## config.mk

```make
export PLATFORM = sky130hd
export DESIGN_NAME = npos_div_stage
export DESIGN_NICKNAME = d
export VERILOG_FILES = /design/src/hdl/npos_pkg.sv /design/src/hdl/npos_div_stage.sv
export SDC_FILE = /design/constraint.sdc
export NUM_CORES = 1
export LEC_CHECK = 0
export BUFFER_PORTS_ARGS = -buffer_cell sky130_fd_sc_hd__buf_2
export CORE_AREA = 5 5 222 224
export DETAILED_ROUTE_END_ITERATION = 12
export DIE_AREA = 0 0 227 229
export GPL_ROUTABILITY_DRIVEN = 0
export PLACE_DENSITY = 0.64
export SYNTH_ARGS = -nofsm -noshare
export SYNTH_HDL_FRONTEND = slang
export SYNTH_SLANG_ARGS = --single-unit
export TNS_END_PERCENT = 1
```

## constraint.sdc

```tcl
create_clock -name clk_i -period 0.95 [get_ports clk_i]
set_input_delay 0.19 -clock clk_i [delete_from_list [all_inputs] [get_ports clk_i]]
set_output_delay 0.19 -clock clk_i [all_outputs]
set_load 0.01 [all_outputs]
```

## src/hdl/npos_pkg.sv

```systemverilog
// Package for the nearest-point-on-segment block: item structs, case codes,
// internal stage structs and fixed datapath widths. No dependencies.
`default_nettype none
package npos_pkg;

  localparam int CoordW = 32;
  localparam int DiffW  = 33;
  localparam int ProdW  = 66;
  localparam int DotW   = 67;
  localparam int LenW   = 66;
  localparam int RemW   = 67;
  localparam int MagW   = 33;

  typedef enum logic [1:0] {
    CaseInterior = 2'd0,
    CaseStart    = 2'd1,
    CaseEnd      = 2'd2,
    CaseDegen    = 2'd3
  } npos_case_e;

  typedef struct packed {
    logic signed [CoordW-1:0] query_x;
    logic signed [CoordW-1:0] query_y;
    logic signed [CoordW-1:0] start_x;
    logic signed [CoordW-1:0] start_y;
    logic signed [CoordW-1:0] end_x;
    logic signed [CoordW-1:0] end_y;
  } npos_in_t;

  typedef struct packed {
    logic signed [CoordW-1:0] near_x;
    logic signed [CoordW-1:0] near_y;
    logic        [1:0]        case_code;
  } npos_out_t;

  // Divider working values: partial remainder and squared length.
  typedef struct packed {
    logic [RemW-1:0] rem;
    logic [LenW-1:0] len;
  } npos_div_t;

  // Side data that rides along the divider.
  typedef struct packed {
    logic signed [CoordW-1:0] base_x;
    logic signed [CoordW-1:0] base_y;
    logic        [MagW-1:0]   dmag_x;
    logic        [MagW-1:0]   dmag_y;
    logic                     neg_x;
    logic                     neg_y;
    npos_case_e               code;
  } npos_side_t;

endpackage
`default_nettype wire

```

## src/hdl/npos_div_stage.sv

```systemverilog
// One restoring division step: yields one quotient bit of t per stage.
// Depends on npos_pkg.
`default_nettype none
module npos_div_stage #(
  parameter int TW = 17
) (
  input  wire                    clk_i,
  input  wire                    rst_ni,
  input  wire                    en_i,
  input  wire                    valid_i,
  input  npos_pkg::npos_div_t    div_i,
  input  npos_pkg::npos_side_t   side_i,
  input  wire  [TW-1:0]          t_i,
  output logic                   valid_o,
  output npos_pkg::npos_div_t    div_o,
  output npos_pkg::npos_side_t   side_o,
  output logic [TW-1:0]          t_o
);
  import npos_pkg::*;

  logic            valid_q;
  logic            ge_w;
  logic [RemW-1:0] sub_w, rn_w;
  npos_div_t       div_d, div_q;
  npos_side_t      side_q;
  logic [TW-1:0]   t_q;

  always_comb begin
    ge_w      = div_i.rem >= {1'b0, div_i.len};
    sub_w     = div_i.rem - {1'b0, div_i.len};
    rn_w      = ge_w ? sub_w : div_i.rem;
    // The kept remainder is below len, so the doubled value still fits.
    div_d.rem = {rn_w[RemW-2:0], 1'b0};
    div_d.len = div_i.len;
  end

  always_ff @(posedge clk_i or negedge rst_ni) begin
    if (!rst_ni) begin
      valid_q <= 1'b0;
    end else if (en_i) begin
      valid_q <= valid_i;
    end
  end

  always_ff @(posedge clk_i) begin
    if (en_i) begin
      div_q  <= div_d;
      side_q <= side_i;
      t_q    <= {t_i[TW-2:0], ge_w};
    end
  end

  assign valid_o = valid_q;
  assign div_o   = div_q;
  assign side_o  = side_q;
  assign t_o     = t_q;

endmodule
`default_nettype wire

```

Word level (Yosys, flattened, before mapping)
Cells that the tools add are included.

Flip-flop bits (word level): 284. Latch bits: 0. Bits in writable memories: 0. Bits in read-only memories: 0. Input port bits: 288. Output and inout port bits: 285. Logic and storage cells: 14. Memories: 0.

Add/subtract/negate cells: 1. Multiply operators: 0. Div/mod/pow operators: 0. Order comparisons: 1. Equality and inequality tests: 0. Shift operators: 0. Multiplexer cells: 1. Bitwise gates (word level): 0. Reductions and logical operators: 0.

Operator list (count): 67-bit by 66-bit >= comparator with 1-bit output (1); 66-bit 2-to-1 mux (1); 66-bit subtractor (1).

Longest topological paths before layout
Depth after elaboration: 2. Depth in mapped cells: 15. Mapped depth without buffers: 13.

Least setup slack after synthesis
OpenSTA, ideal clock, no wires.

Kind: input -> register. From: in div_i[66] (netlist bit). To: reg div_q (netlist bit div_o[131]) (data pin). Library setup time: 260 ps. Arrival time: 2783 ps. Required time: 690 ps. Path slack: -2093 ps. Cell stages on the path: 13. Buffers on the path: 0. Path through: inv_1 -> ha_1 -> inv_1 -> fa_1 -> a211o_1 -> a211o_1 -> a41oi_2 -> o211ai_1 -> a31o_1 -> a21o_1 -> a21oi_1 -> xnor2_1 -> mux2_4.

Longest elaborated chain between the ends: 2. Elaborated cells between the ends (all ways): 3. Classes of those cells: add/sub: 1; order compare: 1; mux: 1.

RTL lines: from (decl) (line npos_div_stage.sv:11) `input npos_pkg::npos_div_t div_i,`; 66-bit subtractor / 67-bit by 66-bit >= comparator with 1-bit output (equally long branches) (line npos_div_stage.sv:30, npos_div_stage.sv:29); 66-bit 2-to-1 mux (*) (line npos_div_stage.sv:31) `rn_w = ge_w ? sub_w : div_i.rem;`; net rn_w[64] (line npos_div_stage.sv:23) `logic [RemW-1:0] sub_w, rn_w;`; to (signal assigned) (line npos_div_stage.sv:47) `div_q <= div_d;`; to (decl) (line npos_div_stage.sv:24) `npos_div_t div_d, div_q;`.

The timed path passes the listed nets; every way through them passes the cells marked *. A chain may end at the register's enable or synchronous reset.

Final worst setup path
From: in div_i[66] (netlist bit). To: reg div_q (netlist bit div_o[121]) (data pin).

The elaborated chain is that of the path after synthesis.

==> impl_metrics.csv <==
group,metric,value,unit
routing,routedWlPerCell,20.89,um
critical_path,start_kind,"input port",
grt,grt_max_degree,25,
critical_path,worstReg2RegEnd,"valid_o",
layout,drive_above_1_share,49.47,%
layout,nets,2599,
sta,rsz0062_at_grt,"yes",
critical_path,reg2reg_from,"valid_o",
power,p_int,28.73,mW
layout,area_growth,74.58,%
power,p_seq_share,39.7,%
yosys,synth_ff_type,"edfxtp_1",
run,cap_violations,0,
grt,grt.overflow.total,0,
clocking,cts_sinks,284,
sta,fmaxAchievable,382.2,MHz
sta,finalSetupViolCount,351,
status,violations,"negative setup slack",
die,start_util,30.15,%
yosys,syn_inst,1072,
layout,fillers,4046,
routing,drc,0,
die,core_area,47150,um^2
layout,final_area,24820,um^2
clocking,cts_buffer_depth,3,
sta,maxSlewHeadroom,62.20,%
routing,drt-vias-per-instance,4.661,
grt,track_usage,21.98,%
die,num_io_pins,573,
critical_path,end_kind,"flip-flop",
yosys,synthArstFlopShare,0.3521,%
routing,postRouteWirelength,60530,um
sta,finalMaxSlewViolations,0,
sta,hold_viol,0,
worst_hold_path,hold_start,"div_i[82]",
critical_path,reg2reg_depth,1,
critical_path,crit_arrival,2.90,ns
place,dpl.hpwl,46560,um
critical_path,critPathRequiredTime,1.23,ns
power,pwr-share-clk,32.8,%
yosys,synth_nets,1427,
layout,layout_common_cells,"buf_2, buf_4, edfxtp_1, dlygate4sd3_1, inv_1",
worst_hold_path,min_path_cells,2,
routing,antenna_left,0,
sta,whs,0.05458,ns
status,status,"finished, violations left",
grt,grt_pass1_vias,14440,
yosys,syn_area,14210,um^2
place,postPlaceCellArea,20240,um^2
yosys,yosys_warnings,0,
yosys,ys_ff_latch,284,
power,combPwrFrac,27.6,%
sta,fin_ws,-1.666,ns
clocking,htree_num_levels,2,
routing,dr_total_vias,13500,
sta,finalCritPeriodShare,275.4,%
die,rows,80,
die,fp.dieW,227,um
clocking,numCtsBuffers,34,
die,die_h,229,um
yosys,synth_cell_types,77,
yosys,yosysSeqAreaShare,59.96,%
power,swShare,27.37,%
sta,tns,-190.85,ns
clocking,root_buffer,"clkbuf_16",
die,die_area,51980,um^2
clocking,clk-insertion-delay-late,0.53,ns
critical_path,worstSetupPathType,"input port to flip-flop",
sta,fin_worst_skew,0,ns
yosys,avgSynthCellArea,13.26,um^2
routing,firstDrtPassIters,5,
sta,tightest_slew,0.5611,ns
sta,period_needed,2.616,ns
power,power_density,1594,nW/um^2
place,port_buffers,570,
power,total_power,39.56,mW
power,power_switching,10.83,mW
worst_hold_path,min_to,"div_o[83]",
power,worst_ir_drop_vdd,1328,uV
critical_path,r2r_setup_slack,0.21,ns
power,p_leak,11.22,nW
layout,final_common_cell,"buf_2",
clocking,tritoncts,"yes",
clocking,clk_pin_slew,0.05,ns
critical_path,cp_max_fo,4,
grt,grt_pass1_wl,87450,um
yosys,synth_edf_count,283,
worst_hold_path,hold_path_class,"input port to flip-flop",
routing,drtIter0Drc,755,
grt,antenna_found_initial,19,
==> critical path: stages <==
cell,delay [ns]
buf_12,0.11
inv_12,0.05
ha_4,0.12
inv_2,0.04
fa_2,0.33
a211o_1,0.28
a211o_1,0.32
and3_1,0.19
o21ai_2,0.14
a221o_1,0.22
nand4_1,0.18
buf_4,0.19
buf_4,0.12
xor2_1,0.13
mux2_4,0.25
==> sequential cells by signal (all words and copies together), names as in the netlist <==
name     cells
side_o     134
t_o         17
div_o      132
valid_o      1
==> power by group through the flow <==
stage	Sequential, mW	Clock, mW	Combinational, mW
after CTS	15.7	13.3	10.7
final	15.7	13.0	10.9
after floorplan	16.6	0	3.66
after global routing	15.8	13.9	11.7
after detailed placement	15.9	0	9.37
after global placement	15.9	0	9.25
==> metal layers <==
metal	vias up	GRT usage, %	wire (um)	part of all wire (%)
li1	6380	-	-	-
met1	6480	25.42	23110	38
met2	519	38.26	29990	50
met3	116	5.686	4765	7.9
met4	8	9.624	2594	4.3
met5	-	0	67	0.11
==> cell type report <==
cell class | instances | area [um^2] | share of cell area, %
Inverter | 89 | 359.1 | 1.447
Antenna cell | 14 | 35.03 | 0.1412
Clock inverter | 17 | 187.7 | 0.7563
Timing Repair Buffer | 1177 | 8472 | 34.14
Tap cell | 615 | 769.5 | 3.101
Sequential cell | 284 | 8523 | 34.35
Clock buffer | 43 | 915.9 | 3.691
Multi-Input combinational cell | 658 | 5554 | 22.38
==> what timing repair did <==
| action | in CTS | in global routing |
|---|---|---|
| hold buffers | 259 | 0 |
| gates cloned | 1 | 0 |
| gates resized for setup | 101 | 51 |
| pin swaps | 33 | 20 |
| setup buffers | 4 | 4 |
| hold endpoints to repair | 258 | 0 |
| endpoints found under the setup margin | 351 | 351 |
==> worst max path at each step <==
stage | start | end | cells past startpoint
6_report | div_i[66] | div_o[121] | 15
3_5_place_dp | div_i[66] | div_o[113] | 14
5_1_grt | div_i[66] | div_o[131] | 15
4_1_cts | div_i[66] | div_o[131] | 14
2_1_floorplan | div_i[66] | div_o[113] | 13
3_3_place_gp | div_i[66] | div_o[113] | 14
==> kinds of logic (layout without fill, tap and decap cells) <==
logic type	after synthesis	count (layout)	share of synthesized area [%]
simple gates	213	213	7.350
xor+xnor	56	56	3.450
buf+inv	130	1326	4.744
compound gates	256	256	11.89
other cells	1	15	0.02638
fa+ha+maj	67	67	5.950
flops	284	284	59.96
mux	65	65	6.628
==> synthesized netlist by cell type (15+ instances only) <==
cell	instances	area, um^2
a21o_1	34	255.2
ha_1	66	825.8
xnor2_1	33	289.0
nand3_1	15	75.07
edfxtp_1	283	8498
mux2_4	57	855.8
xor2_1	23	201.4
nor3_1	15	75.07
inv_1	88	330.3
nand2_1	57	214.0
o21ai_0	45	225.2
nor2_1	58	217.7
nand4_1	26	162.7
a21oi_1	84	420.4
==> per-stage QoR <==
step | instances | worst slack [ns] | util, %
floorplan | 1072 | -1.974 | -
CTS | 2879 | -1.736 | 51.95
global placement | 2555 | -2.414 | 42.94
finish | 2897 | -1.666 | 52.64
detailed placement | 2555 | -2.466 | 42.94
global route | 2894 | -1.767 | 52.62
Note: power is estimated with default switching activity, not from simulation.
