==> config.mk <==
export PLATFORM = sky130hd
export DESIGN_NAME = npos_back
export DESIGN_NICKNAME = d
export VERILOG_FILES = /design/src/hdl/npos_pkg.sv /design/src/hdl/npos_back.sv
export SDC_FILE = /design/constraint.sdc
export NUM_CORES = 2
export LEC_CHECK = 0
export BUFFER_PORTS_ARGS = -buffer_cell sky130_fd_sc_hd__buf_2
export CORE_MARGIN = 2
export CORE_UTILIZATION = 65
export DETAILED_ROUTE_END_ITERATION = 10
export GPL_TIMING_DRIVEN = 0
export PLACE_DENSITY = 0.84
export SYNTH_ARGS = -nofsm -noshare
export SYNTH_HDL_FRONTEND = slang
export SYNTH_SLANG_ARGS = --single-unit
==> constraint.sdc <==
create_clock -name clk_i -period 6.07 [get_ports clk_i]
set_input_delay 0.3035 -clock clk_i [delete_from_list [all_inputs] [get_ports clk_i]]
set_output_delay 0.3035 -clock clk_i [all_outputs]
set_load 0.1 [all_outputs]
==> src/hdl/npos_pkg.sv <==
// Package for the nearest-point-on-segment block: item structs, case codes,
// internal stage structs and fixed datapath widths. No dependencies.
`default_nettype none
package npos_pkg;

  localparam int CoordW = 32;
  localparam int DiffW  = 33;
  localparam int ProdW  = 66;
  localparam int DotW   = 67;
  localparam int LenW   = 66;
  localparam int RemW   = 67;
  localparam int MagW   = 33;

  typedef enum logic [1:0] {
    CaseInterior = 2'd0,
    CaseStart    = 2'd1,
    CaseEnd      = 2'd2,
    CaseDegen    = 2'd3
  } npos_case_e;

  typedef struct packed {
    logic signed [CoordW-1:0] query_x;
    logic signed [CoordW-1:0] query_y;
    logic signed [CoordW-1:0] start_x;
    logic signed [CoordW-1:0] start_y;
    logic signed [CoordW-1:0] end_x;
    logic signed [CoordW-1:0] end_y;
  } npos_in_t;

  typedef struct packed {
    logic signed [CoordW-1:0] near_x;
    logic signed [CoordW-1:0] near_y;
    logic        [1:0]        case_code;
  } npos_out_t;

  // Divider working values: partial remainder and squared length.
  typedef struct packed {
    logic [RemW-1:0] rem;
    logic [LenW-1:0] len;
  } npos_div_t;

  // Side data that rides along the divider.
  typedef struct packed {
    logic signed [CoordW-1:0] base_x;
    logic signed [CoordW-1:0] base_y;
    logic        [MagW-1:0]   dmag_x;
    logic        [MagW-1:0]   dmag_y;
    logic                     neg_x;
    logic                     neg_y;
    npos_case_e               code;
  } npos_side_t;

endpackage
`default_nettype wire

==> src/hdl/npos_back.sv <==
// Back end: scales the direction by t, adds it to the start, selects the
// endpoint cases and saturates. Two register stages. Depends on npos_pkg.
`default_nettype none
module npos_back #(
  parameter int FRAC_BITS  = 16,
  parameter int COORD_BITS = 32
) (
  input  wire                    clk_i,
  input  wire                    rst_ni,
  input  wire                    en_i,
  input  wire                    valid_i,
  input  npos_pkg::npos_side_t   side_i,
  input  wire  [FRAC_BITS:0]     t_i,
  output logic                   valid_o,
  output npos_pkg::npos_out_t    data_o
);
  import npos_pkg::*;

  localparam int PW = FRAC_BITS + 1 + MagW;
  localparam int SW = 35;
  localparam logic signed [40:0] SatHi = (41'sd1 <<< (COORD_BITS - 1)) - 41'sd1;
  localparam logic signed [40:0] SatLo = -SatHi - 41'sd1;

  logic              valid_m_q, valid_q;
  logic [PW-1:0]     prod_x_w, prod_y_w;
  logic [MagW-1:0]   off_x_q, off_y_q;
  npos_side_t        side_q;
  logic signed [SW-1:0] vx_w, vy_w;
  npos_out_t         data_d, data_q;

  function automatic logic signed [CoordW-1:0] sat(input logic signed [SW-1:0] v,
                                                   input logic interior);
    logic signed [40:0] w;
    w = 41'(v);
    if (w > SatHi) begin
      w = SatHi;
    end else if (w < SatLo) begin
      w = SatLo;
    end
    sat = interior ? w[CoordW-1:0] : w[CoordW-1:0];
  endfunction

  assign prod_x_w = PW'(t_i) * PW'(side_i.dmag_x);
  assign prod_y_w = PW'(t_i) * PW'(side_i.dmag_y);

  always_comb begin
    if (side_q.code == CaseInterior) begin
      vx_w = side_q.neg_x ? SW'(side_q.base_x) - SW'({1'b0, off_x_q})
                          : SW'(side_q.base_x) + SW'({1'b0, off_x_q});
      vy_w = side_q.neg_y ? SW'(side_q.base_y) - SW'({1'b0, off_y_q})
                          : SW'(side_q.base_y) + SW'({1'b0, off_y_q});
    end else begin
      vx_w = SW'(side_q.base_x);
      vy_w = SW'(side_q.base_y);
    end
    data_d.near_x    = sat(vx_w, side_q.code == CaseInterior);
    data_d.near_y    = sat(vy_w, side_q.code == CaseInterior);
    data_d.case_code = side_q.code;
  end

  always_ff @(posedge clk_i or negedge rst_ni) begin
    if (!rst_ni) begin
      valid_m_q <= 1'b0;
      valid_q   <= 1'b0;
    end else if (en_i) begin
      valid_m_q <= valid_i;
      valid_q   <= valid_m_q;
    end
  end

  always_ff @(posedge clk_i) begin
    if (en_i) begin
      off_x_q <= prod_x_w[FRAC_BITS+MagW-1:FRAC_BITS];
      off_y_q <= prod_y_w[FRAC_BITS+MagW-1:FRAC_BITS];
      side_q  <= side_i;
      data_q  <= data_d;
    end
  end

  assign valid_o = valid_q;
  assign data_o  = data_q;

endmodule
`default_nettype wire

# Word-level counts from Yosys, hierarchy flattened
# Cells that the tools add are included.
# op_classes
order_cmp,4
eq_ne,0
add_sub_neg,4
n_mul,2
bitwise_logic,0
div_mod_pow,0
mux,6
n_shift,0
reduce_logical,1
# ops
op,n
35-bit two-way mux,4
17-bit by 33-bit multiplier with 49-bit output,2
32-bit by 34-bit adder with 35-bit output,2
"35-bit by 32-bit > comparator with 1-bit output, second input constant",2
"35-bit by 32-bit less-than comparator with 1-bit output, second input constant",2
32-bit by 34-bit subtractor with 35-bit output,2
32-bit two-way mux,2
2-bit logical NOT,1
# word_totals
latchBits,0
ramBits,0
n_memories,0
rom_bits,0
out_inout_bits,67
inputBits,155
wordCells,29
reg_bits,202

# Logic depth before layout (Yosys ltp)
# depth
word_depth,5
mapped_depth,26
depth_no_buf,25

# Worst setup path before layout
# OpenSTA, ideal clock, no wires.
# synth_timing
path_type,input -> register
from,input t_i[2]
to,register off_x_q[31] (data pin)
t_required_ps,5812
path_buffers,2
stages,24
arrival_ps,6454
setup_ps,258
slack_ps,-641
cell_sequence,clkbuf_1 clkbuf_1 nand2_1 fa_1 fa_1 fa_1 inv_1 fa_1 fa_1 inv_1 fa_1 inv_1 ha_1 a21o_1 a31oi_2 a211o_1 o211a_1 a41oi_4 a311o_2 a31oi_4 o21ai_2 a221o_1 a21oi_2 xnor2_1
# synth_between
elab_chain_len,1
# synth_lines
element,line,source
start: declaration,npos_back.sv:13,"input wire [FRAC_BITS:0] t_i,"
17-bit by 33-bit multiplier with 49-bit output,npos_back.sv:43,assign prod_x_w = PW'(t_i) * PW'(side_i.dmag_x);
net prod_x_w[47],npos_back.sv:25,"logic [PW-1:0] prod_x_w, prod_y_w;"
end signal: assignment,npos_back.sv:73,off_x_q <= prod_x_w[FRAC_BITS+MagW-1:FRAC_BITS];
end: declaration,npos_back.sv:26,"logic [MagW-1:0] off_x_q, off_y_q;"
# The timed path passes the listed nets, and every way through them passes these cells.
# A chain may end at the register's enable or synchronous reset.

# Worst setup path in the final report
# layout_timing
from,input t_i[5]
to,register off_y_q[32] (data pin)
# layout_between
elab_chain_len,1
# layout_lines
element,line,source
17-bit by 33-bit multiplier with 49-bit output,npos_back.sv:44,assign prod_y_w = PW'(t_i) * PW'(side_i.dmag_y);
net prod_y_w[48],npos_back.sv:25,
end signal: assignment,npos_back.sv:74,off_y_q <= prod_y_w[FRAC_BITS+MagW-1:FRAC_BITS];
end: declaration,npos_back.sv:26,
# The timed path passes the listed nets, and every way through them passes these cells.

==> impl_metrics.json <==
{
  "antenna_found_initial": 13,
  "slew_violations": 0,
  "syn-num-nets": 6395,
  "ant_nets": 0,
  "synth_cell_types": 78,
  "synthToLayoutAreaGrowth_pct": 15.7,
  "skew_ns": 0.0193,
  "clkSinkCount": 202,
  "setup-violations-final": 16,
  "crit_type": "primary input to register",
  "status": "finished with violations",
  "ys_seq_elements": 202,
  "grt_max_degree": 127,
  "ys_async_sr_fraction_pct": 0.990,
  "synth_edf_count": 200,
  "final_util_pct": 75.6,
  "grt_util_met2_pct": 61.5,
  "synthTopCellsByArea": "fa_1, edfxtp_1, inv_1",
  "cp.required_ns": 6.35,
  "pre_cts_ws_ns": -2.46,
  "grt_pass1_vias": 39079,
  "clk_pin_slew_ns": 0.07,
  "met3_usage_pct": 14.2,
  "grtUsageTotal_pct": 40.3,
  "dr.pass1.iters": 8,
  "worstSkewPairLatency_ns": 0.51,
  "cts_max_path_buffers": 3,
  "avgSynthCellArea_sq_um": 9.10,
  "synth_top_area_share_pct": 40.6,
  "grt_pass1_wl_um": 218000,
  "dieArea_sq_um": 72300,
  "drv_cap": 0,
  "die_y_um": 269,
  "arrival_ns": 6.69,
  "tightest_slew_ns": 0.878,
  "hold_viol": 0,
  "final_cell_mix": "inv_1, fa_1, nand2_1",
  "netlist_instances": 5010,
  "rsz0062_at_grt": "yes",
  "hold_class": "primary input to register",
  "core_area_sq_um": 69800,
  "grt_util_met1_pct": 49.7,
  "fin_nets": 6768,
  "setup_tns_ns": -2.64,
  "initial_utilization_pct": 65.4,
  "violations": "negative setup slack",
  "ys_seq_area_share_pct": 13.3,
  "critPathMaxFanout": 10,
  "cp-end-kind": "register",
  "cp-start-kind": "primary input",
  "cts_tree": "done",
  "max_clock_freq_ghz": 0.156,
  "grt-busiest-layer": "met2",
  "port_buffers": 199,
  "gp_congestion": 1.04,
  "fill_cells": 4580,
  "htreeDepth": 1,
  "fin_crit_ns": 6.41,
  "clock-root-buffer": "clkbuf_16",
  "layout_commonest_cell": "inv_1",
  "die_w_um": 269,
  "wl_per_cell_um": 22.7,
  "cts_buffers": 19,
  "yosysTopAreaCell": "fa_1",
  "rrSetupSlack_ns": 0.41,
  "yosysWarnings": 0,
  "io_pins": 222,
  "overflow": 0,
  "fin_ws_ns": -0.337,
  "rows": 97,
  "relSlewSlack_pct": 41.0,
  "dp_hpwl_um": 111000,
  "drc": 0,
  "synth_ff_type": "edfxtp_1",
  "drt_iter0_drc": 4016,
  "routed_wirelength_um": 144000,
  "netlist_area_sq_um": 45600,
  "avgViaCountPerCell": 5.92,
  "vias": 37610,
  "finalCritPeriodShare_pct": 106,
  "drive_gt1_share_pct": 12.6
}
==> cells by family (layout without fill, tap and decap cells) <==
family | Yosys count | after routing | share of synthesized area, %
and+or+nand+nor | 1562 | 1562 | 16.1
muxes | 8 | 8 | 0.181
AOI/OAI and AO/OA | 518 | 518 | 7.13
xor gates and xnor gates | 186 | 186 | 3.59
other | 0 | 13 | 0
adders and majority gates | 1230 | 1230 | 48.9
DFF | 202 | 202 | 13.3
buffers and inverters | 1304 | 1689 | 10.8
==> routing by layer <==
layer  vias to the layer above  part of all wire (%)  routed length, um
met3                       686                    14              20300
met2                      2708                    43              62500
met5                         -                 0.044                 64
met1                     18268                    35              50400
met4                        10                   7.5              10800
li1                      15938                     -                  -
==> worst max-delay path: stages <==
cell       delay (ns)
clkbuf_16        0.17
clkbuf_16        0.19
and2_1           0.16
fa_1             0.55
inv_1            0.08
fa_2             0.47
fa_1             0.54
inv_2            0.06
fa_2             0.56
fa_1             0.41
inv_1            0.09
fa_1             0.43
inv_2            0.08
ha_4             0.20
a21o_1           0.21
a21oi_2          0.24
o211ai_1         0.13
o2bb2ai_2        0.18
a21oi_4          0.24
a31oi_4          0.13
o21a_1           0.21
o41a_1           0.37
a21oi_2          0.25
o21bai_2         0.11
xnor2_2          0.31
==> worst paths after layout <==
path	endpoint	from	cells past startpoint
max in group asynchronous	valid_m_q	rst_ni	2
max	off_y_q[32]	t_i[5]	25
min	side_q[112]	side_i[112]	1
min in group asynchronous	valid_o	rst_ni	2
max reg2reg	data_o[53]	off_x_q[2]	17
min reg2reg	valid_o	valid_o	1
==> cell type report <==
type / count / area, sq um / share of cell area [%]
Timing Repair Buffer: 361 / 2630 / 4.98
Inverter: 1071 / 4020 / 7.62
Buffer: 224 / 2660 / 5.04
Sequential cell: 202 / 6060 / 11.5
Clock inverter: 13 / 171 / 0.325
Clock buffer: 20 / 479 / 0.908
Antenna cell: 13 / 32.5 / 0.0616
Multi-Input combinational cell: 3504 / 35600 / 67.4
Tap cell: 940 / 1180 / 2.23
==> state kept, by name, summed over array words and instances, names as in the netlist <==
register / flops
data_d: 2
side_q: 66
off_x_q: 33
data_o: 66
off_y_q: 33
valid_m_q: 1
valid_o: 1
==> stage by stage <==
step / cells / hold WS, ns / instance area, sq um
final: 6348 / 0.0120 / 52800
after global placement: 6149 / 0.0880 / 48400
after floorplan: 5010 / 0.00791 / 46200
after detailed placement: 6150 / 0.0892 / 48400
after CTS: 6297 / 0.00514 / 52000
after global routing: 6339 / 0.00434 / 52800
==> cells in the mapped netlist, drive strengths merged (6+ instances only) <==
library cell,number
a21oi,194
or3,10
nor2b,21
nand2b,14
o21a,19
clkbuf,218
nand3,31
ha,306
nand4,16
xor2,46
nor2,164
nand2,789
or2,6
inv,1071
xnor2,140
a31oi,27
o31a,6
and2,424
o211ai,6
a211oi,10
a21o,61
nor4,19
mux2i,6
and3,12
edfxtp,200
buf,15
fa,924
o21bai,10
o21ai,125
nor3,43
==> repair_timing <==
item,CTS,global route
pin swaps,57,64
endpoints found under the setup margin,62,46
resized for setup,421,167
gates cloned,3,1
hold buffers,68,0
buffers inserted,48,41
endpoints found under the hold margin,69,0
Power is left out: the tool's default activity adds up to more than one toggle a clock period on the data nets, which glitch-free logic cannot reach.
